File: src/rtl/lr_shift_reduce_parse_engine_unit_assert.svh
// assertion macros shared by the parse engine modules
// every macro samples on i_clk and is disabled while i_rst_n is low
`ifndef LR_SHIFT_REDUCE_PARSE_ENGINE_UNIT_ASSERT_SVH
`define LR_SHIFT_REDUCE_PARSE_ENGINE_UNIT_ASSERT_SVH

// condition holds at every edge
`define LRP_ASSERT_ALWAYS(lbl, cond, msg) \
    lbl: assert property (@(posedge i_clk) disable iff (!i_rst_n) (cond)) \
        else $error(msg);

// consequent holds in the same cycle as the antecedent
`define LRP_ASSERT_IMPLY(lbl, ante, cons, msg) \
    lbl: assert property (@(posedge i_clk) disable iff (!i_rst_n) (ante) |-> (cons)) \
        else $error(msg);

// consequent holds in the cycle after the antecedent
`define LRP_ASSERT_NEXT(lbl, ante, cons, msg) \
    lbl: assert property (@(posedge i_clk) disable iff (!i_rst_n) (ante) |=> (cons)) \
        else $error(msg);

`endif

File: src/rtl/lrp_pkg.sv
package lrp_pkg;

    // input command codes
    localparam logic [2:0] CMD_TOKEN     = 3'd0;
    localparam logic [2:0] CMD_WR_ACTION = 3'd1;
    localparam logic [2:0] CMD_WR_GOTO   = 3'd2;
    localparam logic [2:0] CMD_WR_RULE   = 3'd3;
    localparam logic [2:0] CMD_RESTART   = 3'd4;

    // classified operations carried through the queue
    localparam logic [2:0] OP_TOKEN   = 3'd0;
    localparam logic [2:0] OP_WR_ACT  = 3'd1;
    localparam logic [2:0] OP_WR_GOTO = 3'd2;
    localparam logic [2:0] OP_WR_RULE = 3'd3;
    localparam logic [2:0] OP_RESTART = 3'd4;
    localparam logic [2:0] OP_IGNORE  = 3'd5;

    // action kinds
    localparam logic [1:0] AK_UNDEF  = 2'd0;
    localparam logic [1:0] AK_SHIFT  = 2'd1;
    localparam logic [1:0] AK_REDUCE = 2'd2;
    localparam logic [1:0] AK_ACCEPT = 2'd3;

    // result event codes
    localparam logic [2:0] EV_REDUCE  = 3'd0;
    localparam logic [2:0] EV_SHIFT   = 3'd1;
    localparam logic [2:0] EV_ACCEPT  = 3'd2;
    localparam logic [2:0] EV_REJECT  = 3'd3;
    localparam logic [2:0] EV_WRITE   = 3'd4;
    localparam logic [2:0] EV_IGNORED = 3'd5;

    // reject reasons
    localparam logic [2:0] RR_NONE      = 3'd0;
    localparam logic [2:0] RR_NO_ACTION = 3'd1;
    localparam logic [2:0] RR_NO_GOTO   = 3'd2;
    localparam logic [2:0] RR_UNDERFLOW = 3'd3;
    localparam logic [2:0] RR_OVERFLOW  = 3'd4;
    localparam logic [2:0] RR_LIMIT     = 3'd5;

    // reduces allowed for one token
    localparam logic [5:0] REDUCE_LIMIT = 6'd63;

    // queue between front and back
    localparam int Q_DEPTH = 2;
    localparam int QW      = $clog2(Q_DEPTH);

    // one classified transaction
    typedef struct packed {
        logic [2:0] op;
        logic       col_ok;
        logic [5:0] row;
        logic [7:0] col;
        logic [7:0] data;
        logic [5:0] rule;
    } t_item;

endpackage

File: src/rtl/lrp_queue.sv
module lrp_queue (
    input  logic           i_clk,
    input  logic           i_rst_n,
    input  logic           i_push,
    output logic           o_ready,
    input  lrp_pkg::t_item i_item,
    output logic           o_valid,
    input  logic           i_pop,
    output lrp_pkg::t_item o_item
);
    import lrp_pkg::*;

    t_item          r_slot [Q_DEPTH];
    logic [QW-1:0]  r_wptr;
    logic [QW-1:0]  r_rptr;
    logic [QW:0]    r_cnt;
    logic           do_push;
    logic           do_pop;

    assign o_ready = 32'(r_cnt) < Q_DEPTH;
    assign o_valid = r_cnt != '0;
    assign o_item  = r_slot[r_rptr];
    assign do_push = i_push && o_ready;
    assign do_pop  = i_pop && o_valid;

    // pointers and fill count
    always_ff @(posedge i_clk) begin
        if (!i_rst_n) begin
            r_wptr <= '0;
            r_rptr <= '0;
            r_cnt  <= '0;
        end else begin
            if (do_push) begin
                r_wptr <= (32'(r_wptr) == Q_DEPTH - 1) ? '0 : r_wptr + 1'b1;
            end
            if (do_pop) begin
                r_rptr <= (32'(r_rptr) == Q_DEPTH - 1) ? '0 : r_rptr + 1'b1;
            end
            if (do_push && !do_pop) begin
                r_cnt <= r_cnt + 1'b1;
            end else if (do_pop && !do_push) begin
                r_cnt <= r_cnt - 1'b1;
            end
        end
    end

    // slot storage
    always_ff @(posedge i_clk) begin
        if (do_push) begin
            r_slot[r_wptr] <= i_item;
        end
    end

endmodule

File: config.mk
export PLATFORM = sky130hd
export DESIGN_NAME = lrp_queue
export DESIGN_NICKNAME = d
export VERILOG_FILES = /design/src/rtl/lr_shift_reduce_parse_engine_unit_assert.svh /design/src/rtl/lrp_pkg.sv /design/src/rtl/lrp_queue.sv
export SDC_FILE = /design/constraint.sdc
export NUM_CORES = 1
export LEC_CHECK = 0
export BUFFER_PORTS_ARGS = -buffer_cell sky130_fd_sc_hd__buf_4
export CAP_MARGIN = 20
export CORE_MARGIN = 1.5
export CORE_UTILIZATION = 46
export DETAILED_ROUTE_END_ITERATION = 8
export PLACE_DENSITY = 0.71
export SYNTH_ARGS = -nofsm -noshare
export SYNTH_HDL_FRONTEND = slang
export SYNTH_SLANG_ARGS = --single-unit
File: constraint.sdc
create_clock -name i_clk -period 1.9 [get_ports i_clk]
set_clock_uncertainty 0.15 [all_clocks]
set_input_delay 0.285 -clock i_clk [delete_from_list [all_inputs] [get_ports i_clk]]
set_output_delay 0.285 -clock i_clk [all_outputs]
set_load 0.03 [all_outputs]
After elaboration in Yosys (flattened, before gate mapping)
Memory sizes are Yosys's and may differ from the RTL's. A register that Yosys moved wholly into a read port is not among the register bits.
Cells that the tools add are included.

word-level totals
  flip-flop bits (word level) = 4
  bits in latches = 0
  RAM bits = 64
  ROM bits = 0
  bits of input ports = 36
  output and inout port bits = 34
  logic and storage cells = 25
  memories = 1

memory list
  memory  words  bits a word  rd ports  clocked after Yosys merged registers in  write ports  RTL line         RTL
  r_slot  2      32           1         1                                        1            lrp_queue.sv:13  t_item r_slot [Q_DEPTH];

operators by class
  add/subtract/negate cells = 4
  $mul = 0
  div/mod/pow operators = 0
  $lt $le $gt $ge = 1
  eq/ne operators = 0
  shifts and indexed selects = 0
  mux-type cells = 8
  bitwise gates (word level) = 0
  reductions and logical operators = 8

operators with widths
  cell                   number
  $mux W1                6
  $logic_and A1 B1 Y1    4
  $mux W2                2
  $reduce_bool A2 Y1     2
  $add A1 B1 Y1 const B  2
  $add A2 B1 Y2 const B  1
  $logic_not A1 Y1       2
  $lt A2 B2 Y1 const B   1
  $sub A2 B1 Y2 const B  1

Logic depth before layout (Yosys ltp)
Gate-level depths: netlist of the first run.

  depth after elaboration = 6
  mapped depth = 5
  mapped depth without buffers = 5

Least setup slack after synthesis of the first run
OpenSTA, ideal clock, no wires.

  path type = flip-flop to flip-flop
  from = reg r_cnt[1]
  to = mem r_slot[1][0] (netlist bit) (enable)
  library setup time = 0.392 ns
  arrival time = 1.349 ns
  required time = 1.358 ns
  slack = 0.009 ns
  stages on the path, launching flop included = 3
  buffers on the path = 0
  clock period less this slack = 1.891 ns
  path through = dfxtp_1 -> nor2b_1 -> and2_1

between the ends
  longest elaborated chain between the ends = 4

RTL lines
  element                        RTL line         RTL
  start, declared                lrp_queue.sv:16  logic [QW:0] r_cnt;
  start signal, assigned         lrp_queue.sv:40  r_cnt <= r_cnt + 1'b1;
  start signal, assigned         lrp_queue.sv:42  r_cnt <= r_cnt - 1'b1;
  $lt A2 B2 Y1                   lrp_queue.sv:20  assign o_ready = 32'(r_cnt) < Q_DEPTH;
  $logic_and A1 B1 Y1            lrp_queue.sv:23  assign do_push = i_push && o_ready;
  named net do_push              lrp_queue.sv:17  logic do_push;
  $mux W1                        lrp_queue.sv:49  if (do_push) begin
  $mux W1 (implied by the code)  lrp_queue.sv:50  r_slot[r_wptr] <= i_item;
  end, declared                  lrp_queue.sv:13

The timed path passes the listed nets, and every way through them passes these cells.

==> flow_summary.yaml, run 1 <==
setup_path:
  critPathBufInv: 2
  max_stage_delay_ns: 0.38
  cp_max_fo: 16
  rrSetupSlack_ns: 0.26
  crit_slowest_cell: "dfxtp_2"
  start_kind: "flip-flop"
  end_kind: "primary output"
  crit_arrival_ns: 1.41
  crit_family: "flip-flops"
  critical_path_class: "flip-flop to primary output"
  worstPathRequired_ns: 1.46
  worstPathCellList: "buf_12 > mux2_1 > buf_4"
synth:
  syn_inst: 123
  synth_top_area_share_pct: 75.8
  netlist_area_um2: 2530
  yosys_warnings: 0
  synth_seq_cells: 69
  synthTopCellsByArea: "edfxtp_1 (76%), mux2_2 (13%), dfxtp_1 (3.9%)"
  ys_seq_area_share_pct: 79.8
  syn_nets: 160
  synth_cell_types: 19
  syn_avg_cell_area_um2: 20.6
  yosys.area.top_type: "edfxtp_1"
sta:
  timing.hold.ws_ns: 0.0438
  setup_viol: 0
  rsz0062_at_grt: "no"
  tightestPinTransition_ns: 0.275
  fin_crit_ns: 1.84
  fin_crit_sh_pct: 96.9
  fmax_mhz: 543
  slew_headroom_pct: 81.7
  hold_viol: 0
  drv_slew: 0
drt:
  drtIter0Drc: 87
  drt-met1-wl_um: 1800
  drt_first_pass_iters: 4
  wl_met2_um: 2780
  drc_errors: 0
  wl_met3_um: 198
  ant_nets: 0
  highest_layer: "met4"
  wl_per_cell_um: 15.6
  vias: 1466
  via_per_inst: 4.70
  routed_wl_um: 4860
grt:
  grt-ovfl-total: 0
  grt_usage_pct: 17.6
  antenna_found_initial: 0
  grt_pass1_vias: 1642
  grt_pass1_wl_um: 7690
  grt_max_degree: 19
placed_design:
  gp_congestion: 0.647
  dp.cells: 264
  io_buffer_count: 69
  dp_hpwl_um: 3050
final_layout:
  drive_gt1_share_pct: 50.0
  layout_common_cells: "buf_4 (73), edfxtp_1 (64), dlygate4sd3_1 (32)"
  mostFrequentLayoutCell: "buf_4"
  nFillCells: 327
  final_util_pct: 71.4
  area_delta_synth_final_pct: 46.6
  nNetsFinal: 274
  final_cells: 312
  insertedDiodeCount: 0
clock_network:
  cts_setup_buffers: 0
  cts.htree.levels: 3
  clk_path_buf_depth: 2
  cts.clk_slew.worst_paths_ns: 0.07
  ctsRootBufferMaster: "clkbuf_8"
  cts_tree: "built"
  clk_latency_ns: 0.33
  cts.sinks: 69
  cts-buffers-inserted: 9
die:
  die_area_um2: 5970
  rows: 26
  die_x_um: 77.2
  coreArea_um2: 5200
  die_h_um: 77.2
  start_util_pct: 48.7
  ios: 70
power:
  power_w: 0.00501
  power_density_nw_per_um2: 1350
  p_leak_nw: 1.42
  ir_worst_vdd_mv: 0.998
outcome:
  status: "completed"
job:
  cap_violations: 0
worst_hold_path:
  hold_path_class: "input pin to flip-flop"
[final timing paths]
kind                              endpoint  startpoint  cells past startpoint
worst min-delay path                r_wptr     i_rst_n                      2
worst max register to register    r_cnt[1]    r_cnt[1]                      4
worst max-delay path            o_item[13]   flip-flop                      3
worst min register to register    r_cnt[1]    r_cnt[1]                      2
[timing repair]
action | 4_1_cts | 5_1_grt
hold endpoints to repair | 64 | 0
hold buffers | 32 | 0
setup endpoints to repair | 9 | 32
gates cloned | 0 | 0
resized for setup | 0 | 7
[cells by family (layout without fill, tap and decap cells)]
group / after synthesis / in the layout / synth area share, %
flops: 69 / 69 / 79.8
mux: 32 / 32 / 14.2
simple gates: 9 / 9 / 2.27
buf+inv: 5 / 124 / 1.23
compound gates: 4 / 4 / 0.987
xor+xnor: 3 / 3 / 1.04
fa+ha+maj: 1 / 1 / 0.494
[area by class of cell]
cell class,count,area (um2),share of cell area [%]
well taps,70,87.6,2.36
repair buffers,107,908,24.4
inverters,1,3.75,0.101
clock buffers,9,124,3.33
flip-flops and latches,69,2020,54.4
multi-input cells,49,482,13.0
clock inverters,7,88.8,2.39
[synthesized netlist by cell type]
master     n
edfxtp_1  64
mux2_2    30
dfxtp_1    5
and2_1     4
buf_4      3
mux2_1     2
nor2b_1    2
xnor2_1    2
a21boi_1   1
and2b_1    1
clkbuf_2   1
ha_1       1
inv_1      1
o21a_1     1
o21ai_0    1
o21ai_1    1
or2_2      1
or3_1      1
xor2_1     1
[per-layer routing]
metal | up-vias | track usage (%)
met5 | - | 0
met4 | 0 | 8.73
met3 | 9 | 4.29
met2 | 43 | 32.2
met1 | 713 | 18.8
li1 | 701 | -
[state kept, by name (all words and copies together) (netlist names), named ones only]
register and cells:
r_slot 64, r_cnt 2, r_rptr 1, r_wptr 1
[where the power goes]
group	switching [W]	total, W	internal, W
Combinational	0.000965	0.00173	0.000769
Sequential	0.0000808	0.00200	0.00192
Clock	0.000543	0.00127	0.000732
Total	0.00159	0.00501	0.00342
[metrics by stage]
| stage | TNS (ns) | cell area (um2) | setup slack, ns |
|---|---|---|---|
| 5_1_grt | 0 | 3720 | 0.0277 |
| 6_report | 0 | 3720 | 0.0583 |
| 3_3_place_gp | 0 | 3160 | 0.355 |
| 4_1_cts | -0.0527 | 3690 | -0.0127 |
| 2_1_floorplan | 0 | 2530 | 0.00920 |
| 3_5_place_dp | 0 | 3160 | 0.243 |
(Power assumes the default switching activity.)
==> inputs of run 2 (changes only) <==
--- a/config.mk
+++ b/config.mk
@@ -10,6 +10,7 @@
 export CORE_MARGIN = 1.5
 export CORE_UTILIZATION = 46
 export DETAILED_ROUTE_END_ITERATION = 8
+export HOLD_SLACK_MARGIN = 0.08
 export PLACE_DENSITY = 0.71
 export SYNTH_ARGS = -nofsm -noshare
 export SYNTH_HDL_FRONTEND = slang
==> run 2 against run 1 <==
- hold slack improved by 0.24 ns
- critical path type unchanged
- critical endpoint unchanged
- routed wire length rose by 0.95%
- final cell count rose by 0.32%
==> flow_summary.yaml, run 2 (synthesized netlist as in run 1, its figures left out) <==
grt:
  grt_max_degree: 19
  grt-ovfl-total: 0
  antenna_found_initial: 0
  grt_pass1_vias: 1660
  grt_usage_pct: 17.7
  grt_pass1_wl_um: 7730
clock_network:
  cts.sinks: 69
  cts_tree: "built"
  cts_setup_buffers: 0
  ctsRootBufferMaster: "clkbuf_8"
  clk_path_buf_depth: 2
  cts.clk_slew.worst_paths_ns: 0.07
  cts.htree.levels: 3
  clk_latency_ns: 0.33
  cts-buffers-inserted: 9
die:
  die_x_um: 77.2
  ios: 70
  start_util_pct: 48.7
  rows: 26
  die_area_um2: 5970
  die_h_um: 77.2
  coreArea_um2: 5200
final_layout:
  largest_register: "r_slot"
  mostFrequentLayoutCell: "buf_4"
  largest_reg_flops: 64
  final_cells: 313
  layout_common_cells: "buf_4 (73), edfxtp_1 (64), dlygate4sd3_1 (33)"
  area_delta_synth_final_pct: 47.0
  final_area_um2: 3730
  reg_top3: "r_slot (64), r_cnt (2)"
  nNetsFinal: 275
  drive_gt1_share_pct: 49.8
  insertedDiodeCount: 0
drt:
  vias: 1472
  drc_errors: 0
  drt_first_pass_iters: 4
  wl_per_cell_um: 15.7
  drtIter0Drc: 91
  ant_nets: 0
  via_per_inst: 4.70
  routed_wl_um: 4910
setup_path:
  end_kind: "primary output"
  critical_path_class: "flip-flop to primary output"
  cp_max_fo: 16
  worstPathRequired_ns: 1.46
  worstPathCellList: "buf_12 > mux2_1 > buf_4"
  max_stage_delay_ns: 0.38
  start_kind: "flip-flop"
  crit_slowest_cell: "dfxtp_2"
  crit_arrival_ns: 1.41
  crit_family: "flip-flops"
  critPathBufInv: 2
placed_design:
  dp.cells: 264
  gp_congestion: 0.647
  io_buffer_count: 69
  dp_hpwl_um: 3050
  dpl_cell_area_um2: 3160
  dp_slack_ns: 0.243
sta:
  hold_viol: 0
  tightestPinTransition_ns: 0.272
  setup_viol: 0
  slew_headroom_pct: 81.8
  rsz0062_at_grt: "no"
  fin_crit_ns: 1.84
  timing.final.ws_setup_ns: 0.0565
  drv_slew: 0
  fin_crit_sh_pct: 97.0
  timing.setup.tns_ns: 0
  fmax_mhz: 542
power:
  power_w: 0.00501
  ir_worst_vdd_mv: 1.00
  p_leak_nw: 1.42
  power_density_nw_per_um2: 1340
worst_hold_path:
  hold_path_class: "input pin to flip-flop"
job:
  cap_violations: 0
outcome:
  status: "completed"
run 2: stage by stage:
stage | util [%] | hold slack, ns
after CTS | 71.1 | 0.269
after detailed placement | 60.7 | 0.323
after global routing | 71.6 | 0.322
after global placement | 60.7 | 0.320
after floorplan | - | 0.234
final | 71.6 | 0.285
run 2: timing repair:
action,in CTS,in global routing
gates resized for setup,0,7
endpoints found under the setup margin,9,32
endpoints found under the hold margin,68,0
hold buffers,33,0
run 2: final cells by class:
| class | instances | area (um2) |
|---|---|---|
| fill | 323 | 1480 |
| sequential | 69 | 2020 |
| multi-input combinational | 49 | 482 |
| clock inverter | 7 | 88.8 |
| inverter | 1 | 3.75 |
| tap | 70 | 87.6 |
| clock buffer | 9 | 124 |
| timing repair buffer | 108 | 918 |
run 2: worst reg2reg max path: cells and delay by family, from the launching register on:
family / cells / cell delay [ns]
simple gates: 2 / 0.62
fa+ha+maj: 1 / 0.31
compound gates: 1 / 0.14
flops: 1 / 0.36
run 2: per-layer routing:
layer / wire, um / track usage (%)
met1: 1810 / 18.8
met4: 78 / 8.73
met3: 198 / 4.29
met5: 0 / 0
met2: 2820 / 32.5
run 2: path summary, 6_finish.rpt:
kind	slack (ns)	from	cells after the start	to
worst max-delay path	0.06	flip-flop	3	o_item[13]
worst min-delay path	0.29	i_pop	4	flip-flop
worst max register to register	0.26	r_cnt[1]	4	r_cnt[1]
worst min register to register	0.42	r_cnt[1]	2	r_cnt[1]
run 2: power by group:
group	internal, W	switching [W]
Clock	0.000732	0.000546
Sequential	0.00192	0.0000807
Combinational	0.000770	0.000967
Total	0.00342	0.00159
==> inputs of run 3 (changes only) <==
--- a/config.mk
+++ b/config.mk
@@ -12,6 +12,7 @@
 export DETAILED_ROUTE_END_ITERATION = 8
 export HOLD_SLACK_MARGIN = 0.08
 export PLACE_DENSITY = 0.71
+export RECOVER_POWER = 25
 export SYNTH_ARGS = -nofsm -noshare
 export SYNTH_HDL_FRONTEND = slang
 export SYNTH_SLANG_ARGS = --single-unit
==> constraint.sdc (replaced) <==
create_clock -name i_clk -period 1.5 [get_ports i_clk]
set_clock_uncertainty 0.15 [all_clocks]
set_input_delay 0.225 -clock i_clk [delete_from_list [all_inputs] [get_ports i_clk]]
set_output_delay 0.225 -clock i_clk [all_outputs]
set_load 0.03 [all_outputs]
==> run 3 against run 2 <==
- the run now ends with setup timing left
- core utilization up 4.9 points
- power up 34%
- global-route usage up 1.2 points
- sequential share of layout area down 3.3 points
- sequential power up 28%
- via count up 2.0%
- final cell count up 1.6%
- hold slack worse by 0.052 ns
- worst setup slack worse by 0.31 ns
- critical path type unchanged
- critical endpoint is now o_item[24]
- largest cell class unchanged
==> flow_summary.yaml, run 3 (synthesized netlist as in run 1, its figures left out) <==
outcome:
  status: "complete, but fails checks"
  violations: "setup timing"
setup_path:
  crit_slowest_cell: "dfxtp_4"
  worstPathCellList: "buf_12 > mux2_2 > buf_6"
  critPathBufInv: 2
  critical_path_class: "flip-flop to primary output"
  max_stage_delay_ns: 0.37
  start_kind: "flip-flop"
  crit_family: "flip-flops"
  ff2ff_path_depth: 5
  cp_max_fo: 16
  cp.depth: 3
  crit_arrival_ns: 1.37
  worstPathRequired_ns: 1.12
  end_kind: "primary output"
power:
  ir_worst_vdd_mv: 1.28
  p_leak_nw: 1.52
  power_density_nw_per_um2: 1690
  power_w: 0.00671
final_layout:
  mostFrequentLayoutCell: "edfxtp_1"
  final_area_um2: 3980
  area_delta_synth_final_pct: 57.1
  nNetsFinal: 281
  largest_reg_flops: 64
  largest_register: "r_slot"
  reg_top3: "r_slot (64), r_cnt (2)"
  drive_gt1_share_pct: 53.2
  insertedDiodeCount: 0
  final_util_pct: 76.5
  layout_common_cells: "edfxtp_1 (64), buf_6 (37), dlygate4sd3_1 (33)"
drt:
  via_per_inst: 4.72
  drc_errors: 0
  wl_per_cell_um: 16.5
  drt_first_pass_iters: 4
  ant_nets: 0
  vias: 1502
  drtIter0Drc: 72
  routed_wl_um: 5230
grt:
  grt_max_degree: 18
  grt_pass1_vias: 1688
  grt-ovfl-total: 0
  antenna_found_initial: 0
  grt_usage_pct: 18.9
  grt_pass1_wl_um: 8100
die:
  die_area_um2: 5970
  die_x_um: 77.2
  die_h_um: 77.2
  start_util_pct: 48.7
  ios: 70
  rows: 26
  coreArea_um2: 5200
clock_network:
  cts-buffers-inserted: 9
  cts.clk_slew.worst_paths_ns: 0.07
  ctsRootBufferMaster: "clkbuf_8"
  clk_latency_ns: 0.33
  cts.htree.levels: 3
  cts.sinks: 69
  clk_path_buf_depth: 2
  cts_tree: "built"
sta:
  slew_headroom_pct: 84.7
  drv_slew: 0
  tightestPinTransition_ns: 0.228
  hold_viol: 0
  timing.final.ws_setup_ns: -0.249
  fmax_mhz: 572
  rsz0062_at_grt: "yes"
  fin_crit_sh_pct: 117
  setup_viol: 34
  fin_crit_ns: 1.75
placed_design:
  gp_congestion: 0.653
  dp_hpwl_um: 3030
  io_buffer_count: 69
  dpl_cell_area_um2: 3270
worst_hold_path:
  hold_path_class: "input pin to flip-flop"
  min_delay_path_depth: 4
job:
  cap_violations: 0
[run 3: layout make-up]
cell class              instances  area [um2]
clock inverters                 3        37.5
clock buffers                  12         135
fillers                       307        1220
multi-input cells              49         536
repair buffers                114        1150
well taps                      70        87.6
inverters                       1        6.26
flip-flops and latches         69        2030
[run 3: power by group]
group          switching (W)  leakage, nW  total (W)  internal, W
clock network       0.000619       0.0855    0.00137     0.000750
registers           0.000119        0.640    0.00256      0.00244
logic                0.00137        0.791    0.00278      0.00140
total                0.00211         1.52    0.00671      0.00460
[run 3: what timing repair did]
item	in CTS	in global routing
gates resized for setup	49	9
hold buffers	33	0
setup endpoints to repair	35	35
endpoints found under the hold margin	69	0
pin swaps	4	0
buffers inserted	2	0
[run 3: final timing paths]
path | from | endpoint | slack, ns
hold reg to reg | r_rptr | flip-flop | 0.45
setup reg to reg | r_cnt[1] | r_cnt[1] | -0.04
hold / removal | i_push | r_wptr | 0.23
setup / recovery | flip-flop | o_item[24] | -0.25
[run 3: routing by layer]
layer / GRT usage [%] / routed length [um] / vias to the layer above
met5: 0 / 0 / -
met2: 34.6 / 2960 / 51
met3: 4.76 / 219 / 9
met4: 9.82 / 85 / 0
li1: - / - / 717
met1: 19.8 / 1970 / 725
[run 3: worst reg2reg max path, stage by stage (launching register included)]
cell and delay (ns):
dfxtp_4 0.40, o21ai_4 0.06, ha_1 0.21, xor2_1 0.17
or3_1 0.33, a21boi_2 0.14
[run 3: metrics by stage]
step / hold slack, ns / setup WS, ns / std cells / setup TNS (ns)
4_1_cts: 0.220 / -0.254 / 318 / -7.72
5_1_grt: 0.253 / -0.280 / 318 / -8.59
6_report: 0.234 / -0.249 / 318 / -7.29
3_5_place_dp: 0.263 / -0.0779 / 268 / -0.0959
2_1_floorplan: 0.174 / -0.0609 / 123 / -3.88
3_3_place_gp: 0.260 / 0.0243 / 268 / 0
